## config.mk

```make
export PLATFORM = sky130hd
export DESIGN_NAME = motion_variation_tracker
export DESIGN_NICKNAME = d
export VERILOG_FILES = /design/src/rtl/mvt_pkg.sv /design/src/rtl/motion_variation_tracker.sv
export SDC_FILE = /design/constraint.sdc
export NUM_CORES = 2
export LEC_CHECK = 0
export BUFFER_PORTS_ARGS = -buffer_cell sky130_fd_sc_hd__clkbuf_2
export CELL_PAD_IN_SITES_DETAIL_PLACEMENT = 2
export CELL_PAD_IN_SITES_GLOBAL_PLACEMENT = 2
export CORE_MARGIN = 2
export CORE_UTILIZATION = 45
export DETAILED_ROUTE_END_ITERATION = 8
export GPL_ROUTABILITY_DRIVEN = 0
export PLACE_DENSITY = 0.85
export SYNTH_ARGS = -nofsm -noshare
export SYNTH_HDL_FRONTEND = slang
export SYNTH_SLANG_ARGS = --single-unit
```

## constraint.sdc

```tcl
create_clock -name aclk -period 10 [get_ports aclk]
set_input_delay 2 -clock aclk [delete_from_list [all_inputs] [get_ports aclk]]
set_output_delay 2 -clock aclk [all_outputs]
set_load 0.005 [all_outputs]
```

## src/rtl/mvt_pkg.sv

```systemverilog
// Shared constants for the motion variation tracker.
// No dependencies; imported by motion_variation_tracker.
package mvt_pkg;

    localparam int SAMPLE_W             = 16;               // raw axis sample
    localparam int AXES                 = 3;                // axes per sensor
    localparam int MAG_W                = 20;               // magnitude, 4 fraction bits
    localparam int FRAC_BITS            = 4;
    localparam int PROD_W               = 2 * SAMPLE_W - 1; // one axis squared, unsigned
    localparam int SUM_W                = 2 * SAMPLE_W;     // sum of three squares
    localparam int RAD_W                = 2 * MAG_W;        // square-root radicand
    localparam int REM_W                = MAG_W + 2;        // square-root remainder
    localparam int SLOT_OUT_W           = 5;                // slot field of a result
    localparam int IN_DATA_W            = 2 * AXES * SAMPLE_W;
    localparam int OUT_DATA_W           = 48;               // 45 bits of fields, byte padded
    localparam int WINDOW_DEPTH_DEFAULT = 32;

endpackage

```

## src/rtl/motion_variation_tracker.sv

```systemverilog
// Motion variation tracker: top level with sequencer, shared squarer and square-root unit.
// Depends on mvt_pkg.

// Each input transfer carries one raw three-axis accelerometer sample and one raw three-axis
// gyroscope sample. The block forms each vector magnitude floor(sqrt(x^2+y^2+z^2)) with
// 4 fraction bits, writes both magnitudes into two ring windows of WINDOW_DEPTH entries at a
// shared slot, then walks the windows from slot 0 up to and including the new slot. Per
// channel it reports the largest minus the smallest absolute change between neighbouring
// entries; with the new sample in slot 0 there is no pair and the variation is 0. The slot
// then advances, wrapping at WINDOW_DEPTH. One item at a time: the next item can be accepted
// once the result has been loaded into the output register (one 16x16 squarer, one axis at a
// time, and a 20-step bit-per-cycle square root, each run once per sensor, then a write of
// both magnitudes, the window walk through the single registered read port, and the load of
// the output register). s_tready is high only while the sequencer is idle; a finished result
// waits in the output register, and the next item may be accepted while it waits. Results
// stay in raw sensor units, scaling is left to software.
// Windows are not cleared after reset: the walk reads only slots written since reset, as the
// slot starts at 0 and advances by one per item.
module motion_variation_tracker
    import mvt_pkg::*;
#(
    parameter int WINDOW_DEPTH = WINDOW_DEPTH_DEFAULT
) (
    input  logic                  aclk,
    input  logic                  aresetn,
    // fields from bit 0 up: accel_x, accel_y, accel_z, gyro_x, gyro_y, gyro_z (16 bits each)
    input  logic [IN_DATA_W-1:0]  s_tdata,
    input  logic                  s_tvalid,
    output logic                  s_tready,
    // fields from bit 0 up: accel_variation (20), gyro_variation (20), slot_written (5),
    // then 3 zero bits
    output logic [OUT_DATA_W-1:0] m_tdata,
    output logic                  m_tvalid,
    input  logic                  m_tready
);

    localparam int SLOT_W  = $clog2(WINDOW_DEPTH);
    localparam int CNT_W   = ($clog2(WINDOW_DEPTH + 2) > 5) ? $clog2(WINDOW_DEPTH + 2) : 5;
    localparam int ENTRY_W = 2 * MAG_W;
    localparam int PAD_W   = OUT_DATA_W - 2 * MAG_W - SLOT_OUT_W;

    // Sequencer codes
    localparam logic [2:0] S_IDLE  = 3'd0;
    localparam logic [2:0] S_MUL   = 3'd1;
    localparam logic [2:0] S_SQRT  = 3'd2;
    localparam logic [2:0] S_WRITE = 3'd3;
    localparam logic [2:0] S_SCAN  = 3'd4;
    localparam logic [2:0] S_OUT   = 3'd5;

    localparam logic [CNT_W-1:0] MUL_LAST  = CNT_W'(AXES);
    localparam logic [CNT_W-1:0] SQRT_LAST = CNT_W'(MAG_W - 1);
    localparam logic [SLOT_W-1:0] SLOT_MAX = SLOT_W'(WINDOW_DEPTH - 1);

    // Control registers
    logic [2:0]        state_reg, state_next;
    logic [CNT_W-1:0]  cnt_reg, cnt_next;
    logic              sensor_reg, sensor_next;       // 0 accel, 1 gyro
    logic [SLOT_W-1:0] slot_reg, slot_next;
    logic              m_tvalid_reg, m_tvalid_next;

    // Datapath registers
    logic [IN_DATA_W-1:0]  samp_reg, samp_next;
    logic [PROD_W-1:0]     prod_reg, prod_next;
    logic [SUM_W-1:0]      acc_reg, acc_next;
    logic [RAD_W-1:0]      rad_reg, rad_next;
    logic [REM_W-1:0]      rem_reg, rem_next;
    logic [MAG_W-1:0]      root_reg, root_next;
    logic [MAG_W-1:0]      amag_reg, amag_next;
    logic [MAG_W-1:0]      gmag_reg, gmag_next;
    logic [MAG_W-1:0]      aprev_reg, aprev_next;
    logic [MAG_W-1:0]      gprev_reg, gprev_next;
    logic [MAG_W-1:0]      ahi_reg, ahi_next, alo_reg, alo_next;
    logic [MAG_W-1:0]      ghi_reg, ghi_next, glo_reg, glo_next;
    logic [OUT_DATA_W-1:0] m_tdata_reg, m_tdata_next;

    // Window memory: {gyro, accel} magnitudes per slot
    logic [ENTRY_W-1:0] win_mem [WINDOW_DEPTH];
    logic [ENTRY_W-1:0] rd_data_reg;
    logic [SLOT_W-1:0]  rd_addr;
    logic               win_we;

    // Shared squarer
    logic [2:0]                 axis_sel;
    logic signed [SAMPLE_W-1:0] sq_op;
    logic signed [SUM_W-1:0]    sq_full;
    logic [SUM_W-1:0]           acc_sum;

    // Square-root step
    logic [REM_W+1:0] rem_shift;
    logic [REM_W+1:0] trial;
    logic             take;

    // Window walk
    logic [MAG_W-1:0] rd_acc, rd_gyr, adiff, gdiff;
    logic [CNT_W-1:0] slot_ext, scan_end;
    logic             out_load;
    logic [SLOT_W+SLOT_OUT_W-1:0] slot_wide;

    assign axis_sel = sensor_reg ? (cnt_reg[2:0] + 3'(AXES)) : cnt_reg[2:0];
    assign sq_op    = samp_reg[axis_sel * SAMPLE_W +: SAMPLE_W];
    assign sq_full  = sq_op * sq_op;
    assign acc_sum  = acc_reg + SUM_W'(prod_reg);

    assign rem_shift = {rem_reg, rad_reg[RAD_W-1 -: 2]};
    assign trial     = (REM_W + 2)'({root_reg, 2'b01});
    assign take      = (rem_shift >= trial);

    assign rd_acc   = rd_data_reg[MAG_W-1:0];
    assign rd_gyr   = rd_data_reg[ENTRY_W-1:MAG_W];
    assign adiff    = (rd_acc >= aprev_reg) ? (rd_acc - aprev_reg) : (aprev_reg - rd_acc);
    assign gdiff    = (rd_gyr >= gprev_reg) ? (rd_gyr - gprev_reg) : (gprev_reg - rd_gyr);
    assign slot_ext = CNT_W'(slot_reg);
    assign scan_end = slot_ext + CNT_W'(1);

    // Hold the read address on the new slot once the walk has passed it
    assign rd_addr  = (cnt_reg > slot_ext) ? slot_reg : cnt_reg[SLOT_W-1:0];
    assign win_we   = (state_reg == S_WRITE);
    assign out_load = (state_reg == S_OUT) && (!m_tvalid_reg || m_tready);
    assign slot_wide = {{SLOT_OUT_W{1'b0}}, slot_reg};

    always_comb begin
        state_next    = state_reg;
        cnt_next      = cnt_reg;
        sensor_next   = sensor_reg;
        slot_next     = slot_reg;
        m_tvalid_next = m_tvalid_reg;
        samp_next     = samp_reg;
        prod_next     = prod_reg;
        acc_next      = acc_reg;
        rad_next      = rad_reg;
        rem_next      = rem_reg;
        root_next     = root_reg;
        amag_next     = amag_reg;
        gmag_next     = gmag_reg;
        aprev_next    = aprev_reg;
        gprev_next    = gprev_reg;
        ahi_next      = ahi_reg;
        alo_next      = alo_reg;
        ghi_next      = ghi_reg;
        glo_next      = glo_reg;
        m_tdata_next  = m_tdata_reg;

        // Drop the result once the sink takes it
        if (m_tvalid_reg && m_tready) begin
            m_tvalid_next = 1'b0;
        end

        case (state_reg)
            S_IDLE: begin
                if (s_tvalid) begin
                    samp_next   = s_tdata;
                    sensor_next = 1'b0;
                    cnt_next    = '0;
                    acc_next    = '0;
                    state_next  = S_MUL;
                end
            end
            S_MUL: begin
                // Square one axis per cycle; accumulate the previous square
                prod_next = sq_full[PROD_W-1:0];
                if (cnt_reg != '0) begin
                    acc_next = acc_sum;
                end
                if (cnt_reg == MUL_LAST) begin
                    rad_next   = {acc_sum, {(RAD_W - SUM_W){1'b0}}};
                    rem_next   = '0;
                    root_next  = '0;
                    cnt_next   = '0;
                    state_next = S_SQRT;
                end else begin
                    cnt_next = cnt_reg + CNT_W'(1);
                end
            end
            S_SQRT: begin
                // One result bit per cycle, two radicand bits consumed
                rad_next = rad_reg << 2;
                if (take) begin
                    rem_next  = REM_W'(rem_shift - trial);
                    root_next = {root_reg[MAG_W-2:0], 1'b1};
                end else begin
                    rem_next  = REM_W'(rem_shift);
                    root_next = {root_reg[MAG_W-2:0], 1'b0};
                end
                if (cnt_reg == SQRT_LAST) begin
                    cnt_next = '0;
                    if (!sensor_reg) begin
                        amag_next   = root_next;
                        sensor_next = 1'b1;
                        acc_next    = '0;
                        state_next  = S_MUL;
                    end else begin
                        gmag_next  = root_next;
                        state_next = S_WRITE;
                    end
                end else begin
                    cnt_next = cnt_reg + CNT_W'(1);
                end
            end
            S_WRITE: begin
                ahi_next   = '0;
                alo_next   = '0;
                ghi_next   = '0;
                glo_next   = '0;
                cnt_next   = '0;
                state_next = S_SCAN;
            end
            S_SCAN: begin
                // Read data here belongs to slot cnt-1
                if (cnt_reg != '0) begin
                    aprev_next = rd_acc;
                    gprev_next = rd_gyr;
                    if (cnt_reg == CNT_W'(2)) begin
                        ahi_next = adiff;
                        alo_next = adiff;
                        ghi_next = gdiff;
                        glo_next = gdiff;
                    end else if (cnt_reg > CNT_W'(2)) begin
                        if (adiff > ahi_reg) ahi_next = adiff;
                        if (adiff < alo_reg) alo_next = adiff;
                        if (gdiff > ghi_reg) ghi_next = gdiff;
                        if (gdiff < glo_reg) glo_next = gdiff;
                    end
                end
                if (cnt_reg == scan_end) begin
                    state_next = S_OUT;
                end else begin
                    cnt_next = cnt_reg + CNT_W'(1);
                end
            end
            S_OUT: begin
                if (out_load) begin
                    m_tdata_next  = {{PAD_W{1'b0}}, slot_wide[SLOT_OUT_W-1:0],
                                     ghi_reg - glo_reg, ahi_reg - alo_reg};
                    m_tvalid_next = 1'b1;
                    slot_next     = (slot_reg == SLOT_MAX) ? '0 : slot_reg + SLOT_W'(1);
                    state_next    = S_IDLE;
                end
            end
            default: begin
                state_next = S_IDLE;
            end
        endcase
    end

    always_ff @(posedge aclk) begin
        if (!aresetn) begin
            state_reg    <= S_IDLE;
            cnt_reg      <= '0;
            sensor_reg   <= 1'b0;
            slot_reg     <= '0;
            m_tvalid_reg <= 1'b0;
        end else begin
            state_reg    <= state_next;
            cnt_reg      <= cnt_next;
            sensor_reg   <= sensor_next;
            slot_reg     <= slot_next;
            m_tvalid_reg <= m_tvalid_next;
        end
    end

    always_ff @(posedge aclk) begin
        samp_reg    <= samp_next;
        prod_reg    <= prod_next;
        acc_reg     <= acc_next;
        rad_reg     <= rad_next;
        rem_reg     <= rem_next;
        root_reg    <= root_next;
        amag_reg    <= amag_next;
        gmag_reg    <= gmag_next;
        aprev_reg   <= aprev_next;
        gprev_reg   <= gprev_next;
        ahi_reg     <= ahi_next;
        alo_reg     <= alo_next;
        ghi_reg     <= ghi_next;
        glo_reg     <= glo_next;
        m_tdata_reg <= m_tdata_next;
    end

    // Window memory: one write port, one registered read port
    always_ff @(posedge aclk) begin
        if (win_we) begin
            win_mem[slot_reg] <= {gmag_reg, amag_reg};
        end
        rd_data_reg <= win_mem[rd_addr];
    end

    assign s_tready = (state_reg == S_IDLE);
    assign m_tvalid = m_tvalid_reg;
    assign m_tdata  = m_tdata_reg;

`ifndef SYNTHESIS
    // No second transfer straight after an accepted one
    a_busy_after_accept: assert property (@(posedge aclk) disable iff (!aresetn)
        (s_tvalid && s_tready) |=> !s_tready)
        else $error("input accepted while sequencer busy");

    // Write slot stays inside the window
    a_slot_range: assert property (@(posedge aclk) disable iff (!aresetn)
        slot_reg <= SLOT_MAX)
        else $error("write slot outside window");

    // Largest change never below smallest once the walk is done
    a_hi_lo_order: assert property (@(posedge aclk) disable iff (!aresetn)
        (state_reg == S_OUT) |-> ((ahi_reg >= alo_reg) && (ghi_reg >= glo_reg)))
        else $error("variation extremes out of order");

    // A sample in slot 0 has no neighbour pair, so both variations are zero
    a_slot0_zero: assert property (@(posedge aclk) disable iff (!aresetn)
        (out_load && (slot_reg == '0)) |=> (m_tdata_reg[2*MAG_W-1:0] == '0))
        else $error("non-zero variation for slot 0");
`endif

endmodule
```

# Word-level counts from Yosys, hierarchy flattened
# Memory sizes are Yosys's and may differ from the RTL's. A register that Yosys moved wholly into a read port is not among the register bits.
# Cells that the tools add are included.
[word_totals] register_bits=462 ram_bits=1280 elab_cells=152 mem_count=1
[mem_list] memory="win_mem" depth=32 width=40 read_ports=1 rd_ports_with_merged_regs=1 wr=1 line_no="motion_variation_tracker.sv:77" source="logic [ENTRY_W-1:0] win_mem [WINDOW_DEPTH];"
[op_classes] add_sub_neg=12 n_mul=1 order_cmp=9 n_eq_ne=24 shift=1 mux=58 bitwise_logic=1 n_reduce_logical=25
[op_table] op="2-to-1 mux 20 bit" count=19
[op_table] op="case mux 20 bit (2 select lines)" count=5
[op_table] op="2-to-1 mux 32 bit" count=4
[op_table] op="subtractor 20 bit" count=6
[op_table] op="case mux 32 bit (3 select lines)" count=1
[op_table] op="variable part select 96 x 8 -> 16 bit" count=1
[op_table] op="case mux 40 bit (2 select lines)" count=1
[op_table] op="2-to-1 mux 22 bit" count=2
[op_table] op="case mux 22 bit (2 select lines)" count=1
[op_table] op=">= comparator 20 bit" count=2
[op_table] op="> comparator 20 bit" count=2
[op_table] op="less-than comparator 20 bit" count=2
[op_table] op="2-to-1 mux 40 bit" count=1
[op_table] op="adder 32 x 31 -> 32 bit" count=1
[op_table] op="multiplier 16 x 16 -> 31 bit" count=1
[op_table] op="case mux 6 bit (5 select lines)" count=1
[op_table] op=">= comparator 24 x 22 -> 1 bit" count=1
[op_table] op="2-to-1 mux 6 bit" count=4
[op_table] op="subtractor 22 bit" count=1
[op_table] op="2-to-1 mux 3 bit" count=6
[op_table] op="!= test 2 bit (second input constant)" count=9
[op_table] op="case mux 3 bit (6 select lines)" count=1
[op_table] op="AND reduction 4 bit" count=4
[op_table] op="!= test 3 bit (second input constant)" count=5
[op_table] op="other kinds (29)" count=50

# Depth between registers and ports, before layout
[depth] word_depth=8 depth_mapped=35 depth_no_buf=33

# Worst setup path before layout
# Ideal clock, no wire load.
[synth_timing] kind="reg2reg" start="register cnt_reg[0]" end="register prod_reg[29] (data pin)" setup_time_ps=259 arrival_ps=7866 required_ps=9741 slack_ps=1875 stages_incl_launch_ff=31 path_buffers=2 period_less_slack_ps=8125 path_cell_list="dfxtp_1 clkbuf_1 inv_1 ha_1 nand2_1 o21ai_1 clkbuf_1 mux4_2 nand2_1 o21a_1 clkinv_1 nand2_1 fa_1 fa_1 fa_1 inv_1 fa_1 fa_1 inv_1 fa_1 inv_1 ha_1 a21o_1 a21o_1 a21o_1 a22oi_1 a21oi_1 a2111oi_0 nor4_1 o31a_1 o31a_1"
[synth_via] elab_chain_len=4
[synth_rtl] item="start, declared" line_no="motion_variation_tracker.sv:56" source="logic [CNT_W-1:0] cnt_reg, cnt_next;"
[synth_rtl] item="start signal, assigned" line_no="motion_variation_tracker.sv:254" source="cnt_reg <= cnt_next;"
[synth_rtl] item="adder 3 x 2 -> 3 bit" line_no="motion_variation_tracker.sv:99" source="assign axis_sel = sensor_reg ? (cnt_reg[2:0] + 3'(AXES)) : cnt_reg[2:0];"
[synth_rtl] item="2-to-1 mux 3 bit (*)" line_no="motion_variation_tracker.sv:99"
[synth_rtl] item="variable part select 96 x 8 -> 16 bit (*)" line_no="motion_variation_tracker.sv:100" source="assign sq_op = samp_reg[axis_sel * SAMPLE_W +: SAMPLE_W];"
[synth_rtl] item="multiplier 16 x 16 -> 31 bit (*)" line_no="motion_variation_tracker.sv:101" source="assign sq_full = sq_op * sq_op;"
[synth_rtl] item="named net sq_full[29]" line_no="motion_variation_tracker.sv:85" source="logic signed [SUM_W-1:0] sq_full;"
[synth_rtl] item="end signal, assigned" line_no="motion_variation_tracker.sv:263" source="prod_reg <= prod_next;"
[synth_rtl] item="end, declared" line_no="motion_variation_tracker.sv:63" source="logic [PROD_W-1:0] prod_reg, prod_next;"
# Mark *: on every way through the listed nets, which the timed path passes. The rest lies on a longest branch.
# A chain may end at the register's enable or synchronous reset.

# Worst setup path in the final report
[layout_timing] start="register sensor_reg" end="register prod_reg[29] (data pin)"
[layout_via] elab_chain_len=3
[layout_rtl] item="start, declared" line_no="motion_variation_tracker.sv:57" source="logic sensor_reg, sensor_next;"
[layout_rtl] item="start signal, assigned" line_no="motion_variation_tracker.sv:255" source="sensor_reg <= sensor_next;"
[layout_rtl] item="2-to-1 mux 3 bit" line_no="motion_variation_tracker.sv:99"
[layout_rtl] item="variable part select 96 x 8 -> 16 bit" line_no="motion_variation_tracker.sv:100"
[layout_rtl] item="multiplier 16 x 16 -> 31 bit" line_no="motion_variation_tracker.sv:101"
[layout_rtl] item="named net sq_full[29]" line_no="motion_variation_tracker.sv:85"
# The timed path passes the listed nets, and every way through them passes these cells.

==> results.py <==
metrics = {
    "outcome": {
        "status": "finished, violations left",
        "violations": "capacitance limit",
    },
    "timing": {
        "setup_viol": 0,
        "hold_violations": 0,
        "slew_viol_final": 0,
        "tightest_slew_ps": 1460,
        "min_period_ps": 9610,
        "fin_skew_ps": 67.2,
        "post-route-period-util_pct": 96.1,
        "relSlewSlack_pct": 1.86,
        "rsz0062_at_grt": "no",
        "fmax_mhz": 104,
        "setup-tns-final_ps": 0,
    },
    "logic_synthesis": {
        "synth_edf_count": 1717,
        "synth_seq_area_share_pct": 62.1,
        "ys_types": 87,
        "avgSynthCellArea_um2": 12.6,
        "yosys_warnings": 0,
        "syn_inst": 6717,
        "ys_ff_latch": 1773,
        "yosys_most_used_dff": "edfxtp_1",
        "syn-cell-area_um2": 84800,
        "async_reset_ff_share_pct": 0,
    },
    "worst_setup_path": {
        "cp_common_cell": "fa_1",
        "cp-end-kind": "flop",
        "reg2regPathDepth": 28,
        "max_stage_delay_ps": 690,
        "worstSetupEndpoint": "prod_reg[29]",
        "worstPathArrival_ps": 10260,
        "slowest_stage": "xnor2_2",
        "r2r_end": "prod_reg[29]",
        "cp-start-kind": "flop",
        "path_max_fanout": 13,
        "worstPathRequired_ps": 10660,
        "reg2reg_slack_ps": 390,
        "crit_path_start": "sensor_reg",
        "crit_type": "reg -> reg",
        "r2r_start": "sensor_reg",
    },
    "worst_hold_path": {
        "hp-class": "reg -> reg",
    },
    "final_layout": {
        "largest_reg_flops": 1280,
        "finalNetCount": 7531,
        "drive_gt1_share_pct": 9.27,
        "fillers": 17600,
        "finish.utilization_pct": 50.6,
        "areaGrowthSynthToFinish_pct": 12.0,
    },
    "route": {
        "wl_um": 411000,
        "dr.pass1.iters": 6,
        "viasPerCell": 6.94,
        "vias": 66100,
        "antenna_left": 0,
        "dr.first_iter.drc_count": 9172,
        "drc": 0,
        "post_drt_wl_per_cell_um": 43.1,
    },
    "grt": {
        "grtUsageTotal_pct": 41.6,
        "grt_pass1_vias": 71000,
        "grt-ovfl-total": 0,
        "grt_pass1_wl_um": 564000,
        "grt_max_degree": 171,
        "antenna_found_initial": 26,
    },
    "floorplan": {
        "coreArea_um2": 188000,
        "initial_utilization_pct": 45.2,
        "die_y_um": 438,
        "rows": 159,
        "die_x_um": 438,
        "ios": 150,
        "fp.dieArea_um2": 192000,
    },
    "flow_run": {
        "maxCapViolations": 1,
    },
    "clocking": {
        "clock_latency_ps": 940,
        "clock-sinks": 1773,
        "cts_tree": "built",
        "cts_buffers": 189,
        "cts_buffer_depth": 3,
        "cts_root_buf": "clkbuf_16",
        "path_clk_slew_ps": 70,
        "htree_num_levels": 4,
    },
    "place": {
        "hpwl_um": 206000,
        "portBuffers": 146,
    },
}
==> metal layers <==
metal | part of all wire, % | global-route usage (%) | wire [um]
met5 | 0.021 | 0 | 85
met4 | 10 | 33.7 | 42900
met2 | 47 | 69.0 | 195000
met1 | 32 | 45.3 | 133000
met3 | 9.8 | 10.4 | 40100
==> cell families (layout without fill, tap and decap cells) <==
kind of cell	Yosys count	in the layout	share of synthesized area, %
AO/OA/AOI/OAI	966	966	7.79
buffers and inverters	876	1161	4.09
XOR/XNOR	154	154	1.59
other	1	29	0.00442
multiplexers	227	227	2.92
adder cells (fa/ha/maj)	578	578	10.6
flip-flops	1773	1773	62.1
AND/OR/NAND/NOR	2142	2142	10.9
==> cell usage after synthesis (55+ instances only) <==
cell | instances | area (um^2)
xor2_1 | 55 | 482
a31oi_1 | 182 | 1140
mux2i_1 | 207 | 2070
clkbuf_1 | 205 | 769
edfxtp_1 | 1717 | 51600
a21oi_1 | 168 | 841
nand2_1 | 1212 | 4550
nor2_1 | 274 | 1030
xnor2_1 | 99 | 867
nand3_1 | 363 | 1820
a32oi_1 | 160 | 1400
a21o_1 | 105 | 788
dfxtp_1 | 56 | 1120
o21ai_0 | 130 | 651
inv_1 | 558 | 2090
fa_1 | 236 | 4720
buf_2 | 71 | 355
ha_1 | 342 | 4280
==> repair_timing <==
item	CTS	global route
pin swaps	0	0
setup buffers	0	4
cloned	0	0
hold endpoints to repair	0	0
setup endpoints to repair	3	8
resized for setup	1	7
hold buffers	0	0
==> critical path, delay by kind of cell (launching register included) <==
kind | cells | cell delay (ps)
buf+inv | 7 | 1270
compound gates | 9 | 2180
flops | 1 | 440
mux | 1 | 590
fa+ha+maj | 7 | 3670
simple gates | 3 | 490
xor+xnor | 1 | 690
==> cell usage in the layout (no fill, tap or decap), types with 11 or more instances in the layout <==
master        n
clkinv_1     32
a21o_1      105
xor2_1       55
and3_1       30
nor4_1       37
or2_2        11
a31oi_1     180
inv_1       556
bufinv_16    15
o21ai_0     128
mux2i_1     205
o21bai_1     18
nand3_1     363
clkinv_2     26
a32oi_1     160
fa_1        236
edfxtp_1   1717
xnor2_1      98
nor2_4       32
nand4_1      26
nor3_1       45
dfxtp_1      54
ha_1        342
nand2_1    1210
buf_4       100
nor2_1      241
mux4_2       16
o21ai_1      12
diode_2      26
a21boi_0     18
nor2b_1      52
clkbuf_2    146
clkbuf_16   193
or3_1        13
a211oi_1     21
a21oi_1     162
clkbuf_1     48
nor4_2       13
o21a_1       44
nand2b_1     25
==> area by class of cell <==
| type | instances | area [um^2] | share of cell area (%) |
|---|---|---|---|
| Timing Repair Buffer | 255 | 1660 | 1.75 |
| Multi-Input combinational cell | 4070 | 29200 | 30.8 |
| Tap cell | 2495 | 3120 | 3.29 |
| Clock buffer | 251 | 5150 | 5.42 |
| Sequential cell | 1773 | 52700 | 55.5 |
| Clock inverter | 91 | 953 | 1.00 |
| Antenna cell | 26 | 65.1 | 0.0685 |
| Inverter | 564 | 2120 | 2.24 |
==> worst min path at each step <==
stage | start | endpoint | depth (start not counted)
after floorplan | rd_data_reg[19] | aprev_reg[19] | 0
after global placement | rd_data_reg[19] | aprev_reg[19] | 0
after detailed placement | rd_data_reg[27] | gprev_reg[7] | 0
after CTS | rd_data_reg[19] | aprev_reg[19] | 0
after global routing | rd_data_reg[12] | aprev_reg[12] | 0
final | rd_data_reg[12] | aprev_reg[12] | 0
==> metrics by stage <==
step                hold WS, ps  std cells  instance area [um^2]  setup slack (ps)
floorplan                   412       6719                 84800              1870
global placement            429       9150                 88700               746
detailed placement          476       9150                 88700               200
CTS                         486       9492                 94800              73.8
global route                503       9516                 95000              18.5
finish                      491       9525                 95000               393
Power is left out: the tool's default activity adds up to more than one toggle a clock period on the data nets, which glitch-free logic cannot reach.
